--- src/sv/open_address_hash_set_macros.svh ---
// ---------------------------------------------------------------------------
// Assertion macros for the open-address hash set
// Concurrent check wrappers that compile away when SYNTHESIS is defined.
// ---------------------------------------------------------------------------
`ifndef OPEN_ADDRESS_HASH_SET_MACROS_SVH
`define OPEN_ADDRESS_HASH_SET_MACROS_SVH

`ifndef SYNTHESIS

// Same-cycle implication, disabled during reset
`define OAHS_ASSERT_NOW(label, ck, rstn, ante, cons) \
	label: assert property (@(posedge ck) disable iff (!(rstn)) (ante) |-> (cons)) \
		else $error("oahs check failed");

// Next-cycle implication, disabled during reset
`define OAHS_ASSERT_NEXT(label, ck, rstn, ante, cons) \
	label: assert property (@(posedge ck) disable iff (!(rstn)) (ante) |=> (cons)) \
		else $error("oahs check failed");

`else

`define OAHS_ASSERT_NOW(label, ck, rstn, ante, cons)
`define OAHS_ASSERT_NEXT(label, ck, rstn, ante, cons)

`endif

`endif

--- src/sv/oahs_ram.sv ---
// ---------------------------------------------------------------------------
// oahs_ram
// Generic single-write, single-read RAM with a registered read port.
// ---------------------------------------------------------------------------
module oahs_ram #(
	parameter int WIDTH = 8,
	parameter int DEPTH = 16
) (
	input  logic                       clk,
	input  logic                       we,
	input  logic [$clog2(DEPTH)-1:0]   waddr,
	input  logic [WIDTH-1:0]           wdata,
	input  logic                       re,
	input  logic [$clog2(DEPTH)-1:0]   raddr,
	output logic [WIDTH-1:0]           rdata
);

	logic [WIDTH-1:0] mem_q [DEPTH];

	always_ff @(posedge clk) begin
		if (we) begin
			mem_q[waddr] <= wdata;
		end
		if (re) begin
			rdata <= mem_q[raddr];
		end
	end

endmodule

--- config.mk ---
export PLATFORM = sky130hd
export DESIGN_NAME = oahs_ram
export DESIGN_NICKNAME = d
export VERILOG_FILES = /design/src/sv/open_address_hash_set_macros.svh /design/src/sv/oahs_ram.sv
export SDC_FILE = /design/constraint.sdc
export NUM_CORES = 1
export LEC_CHECK = 0
export BUFFER_PORTS_ARGS = -buffer_cell sky130_fd_sc_hd__buf_2
export CORE_UTILIZATION = 65
export CTS_CLUSTER_DIAMETER = 30
export DETAILED_ROUTE_END_ITERATION = 7
export GPL_ROUTABILITY_DRIVEN = 0
export HOLD_SLACK_MARGIN = 0.1
export PLACE_DENSITY = 0.84
export SYNTH_ARGS = -nofsm -noshare
export SYNTH_HDL_FRONTEND = slang
export SYNTH_SLANG_ARGS = --single-unit
--- constraint.sdc ---
create_clock -name clk -period 3.1 [get_ports clk]
set_input_delay 0.465 -clock clk [delete_from_list [all_inputs] [get_ports clk]]
set_output_delay 0.465 -clock clk [all_outputs]
set_load 0.01 [all_outputs]
# Yosys cells after proc, flatten, opt, wreduce, memory -nomap -nowiden
# Memories as Yosys holds them, arrays and structs flattened. A register that Yosys moved wholly into a read port is not among the register bits.
# Index checks and enable logic that the tools add are counted.
# word_totals
regBits	0
output_inout_bits	8
inputBits	19
memories	1
ramBits	128
word_cells	3
# op_classes
n_mux	2
# memory_table
memory	depth	word_bits	rd	rd_clocked_by_memory_dff	write_ports	line	rtl
mem_q	16	8	1	1	1	oahs_ram.sv:18	logic [WIDTH-1:0] mem_q [DEPTH];
# op_table
cell	n
1-bit two-way mux	2

# Logic depth before layout (Yosys ltp)
# logic_depth
ltp_word	2
ltp_mapped	5

# Worst setup path before layout
# No wires, ideal clock.
# synth_path
path_type	input-to-reg
start	in waddr[2]
end	mem mem_q[0][0] (enable)
path_slack_ns	1.142
arrival_time_ns	1.575
path_buffers	0
setup_ns	0.383
cell_stages	2
cell_sequence	or3b_2 -> nor3_1
# synth_lines
item	line	rtl
from (decl)	oahs_ram.sv:11	input logic [$clog2(DEPTH)-1:0] waddr,
to (decl)	oahs_ram.sv:18	
# Straight into the memory's write port.

==> run metrics <==
status=complete, no violations; Worst EP required=3.35 ns; yosys warns=0; antenna cells=0; Non-Filler Cell Area, Final=6100 um^2; CP Class=input port to flip-flop; R2R depth=3; first-pass GRT wire length=15,700 um; RSZ-0062 raised after global routing=no; WP data arrival=2.12 ns; Netlist cell types=18; vias in the first global route=2,579; Worst-path clk slew=0.06 ns; crit path max fanout=20; number of synthesized flops with an enable pin=136; flops & latches, synth=136; CTS tree=yes; setup violators final=0; Reg2Reg Capture Point=rdata[1]; io pins=27; Num CTS Buffers=17; period utilization=0.601; critical path endpoint category=flip-flop; antenna viol nets, final=0; PortBufs=26; Max VDD drop=0.663 mV; H-Tree Depth=4; fraction of synthesized cell area taken by the top area cell type=0.781; layout cells sized above 1=0.277; most instantiated cells after synthesis=136 x edfxtp_1, 18 x mux4_2, 16 x a22oi_1; Hold WS=0.332 ns; R2R setup slack=1.47 ns; die height=91.7 um; buffer levels on the longest clock path=2; Setup Skew=0.00601 ns; Cell Rows=32; grt ovf=0; DR iter-0 viols=269; instance count on the critical path=5; clock sinks=136; # Max-Cap Violations=0; worst skew pair latency=0.51 ns; f_max=537 MHz; Max Transition Viols Final=0; Worst Hold End=mem_q[13][1]; Crit path buffers/inverters=2; critical path's top delay family=buffers and inverters; reg2reg start=mem_q[10][1]; area of the mapped netlist=5230 um^2; area leader, netlist=edfxtp_1; CP Cell Sequence=buf_2 -> buf_12 -> mux4_1 -> a22oi_1 -> nand2_1; Post-Synthesis Cells=229; setup_tns=0 ns; Final Hold Fails=0; Post-CTS Hold Buffers=0; post-CTS setup repair buffer count=0; synthesized area per cell=22.8 um^2; count leader, synth=edfxtp_1; Synth area leaders=edfxtp_1 78%, mux4_2 7.8%, mux4_1 7.0%; per-cell routed wire length=26.8 um; DP Area=5450 um^2; root buffer cell=clkbuf_8; chip width=91.7 um; GRT Total Usage=0.279; First-pass DRT Iterations=5; largest net degree at the start of global routing=33; Area Overhead vs Synth=16.6%; total die area=8410 um^2; post_cts resized=0; slowest CP cell=mux4_1; Top FF cell, synth=edfxtp_1; final WL=10,300 um; dpl hpwl=5810 um; synthesized net count=248; Via Count=2,500; Hold Path Origin=wdata[1]; overall power=4.45 mW; antenna violations before repair=0; Core Region=7770 um^2; Post-synth ARST share=0; Vias per Instance=6.51; Post-Layout Cell Count=384; final net count=288; Worst-Margin Slew=0.889 ns; CP Launch Type=input port; minimum clock period=1.86 ns; number of remaining DRC errors=0; PD cells=731 nW/um^2; leakage power=2.04 nW; Worst path max stage delay=0.61 ns; placed cell count=352; Seq/Total Area, Yosys=0.781; HP Class=input port to flip-flop; worst rel slew slack=0.405; Hold Path Depth=1; initial core utilization=0.673
## stage by stage
stage / util / setup slack, ns
2_1_floorplan: - / 1.14
3_3_place_gp: 0.702 / 0.830
3_5_place_dp: 0.702 / 0.733
4_1_cts: 0.785 / 1.24
5_1_grt: 0.785 / 1.18
6_report: 0.785 / 1.24
## kinds of logic (layout without fill, tap and decap cells)
| logic type | after synthesis | after routing | share of synthesized area |
|---|---|---|---|
| DFF | 136 | 136 | 0.781 |
| and+or+nand+nor | 35 | 35 | 0.0314 |
| muxes | 32 | 32 | 0.148 |
| AOI/OAI and AO/OA | 16 | 16 | 0.0230 |
| buffers and inverters | 10 | 63 | 0.0165 |
## worst max-delay path by stage
stage,startpoint,end,slack [ns]
2_1_floorplan,waddr[2],mem_q[0][0],1.14
3_3_place_gp,raddr[0],rdata[1],0.83
3_5_place_dp,raddr[0],rdata[1],0.73
4_1_cts,raddr[0],rdata[1],1.24
5_1_grt,raddr[0],rdata[1],1.18
6_report,raddr[0],rdata[1],1.24
## metal layers
metal | part of all wire | GRT usage | wire, um | vias up
li1 | - | - | - | 1062
met1 | 0.40 | 0.375 | 4130 | 1283
met2 | 0.50 | 0.443 | 5200 | 138
met3 | 0.078 | 0.0871 | 800 | 17
met4 | 0.017 | 0.0899 | 174 | 0
met5 | 0 | 0 | 0 | -
## area by class of cell
| class | instances | area (um^2) |
|---|---|---|
| clock buffer | 19 | 422 |
| clock inverter | 13 | 226 |
| fill | 395 | 1670 |
| multi-input combinational | 83 | 1060 |
| sequential | 136 | 4080 |
| tap | 102 | 128 |
| timing repair buffer | 31 | 180 |
## flip-flops by register name (all words and copies together), names as in the netlist
signal  flops
mem_q     128
rdata       8
## where the power goes
part           switching (mW)  internal, mW  total (mW)
clock network           0.721          1.46        2.18
logic                   0.108        0.0749       0.183
registers              0.0141          2.07        2.09
total                   0.843          3.61        4.45
## layout by cell type (no fill, tap or decap), types with 2 or more instances in the layout
| cell | instances |
|---|---|
| mux4_2 | 18 |
| a22oi_1 | 16 |
| nand2b_1 | 2 |
| clkinv_1 | 2 |
| bufinv_16 | 6 |
| nand2_1 | 9 |
| nor2_1 | 13 |
| mux4_1 | 14 |
| clkbuf_16 | 16 |
| clkinvlp_4 | 4 |
| buf_4 | 4 |
| edfxtp_1 | 136 |
| clkbuf_1 | 2 |
| nand3b_1 | 2 |
| nor3_1 | 4 |
| buf_2 | 26 |
Note: power is estimated with default switching activity, not from simulation.
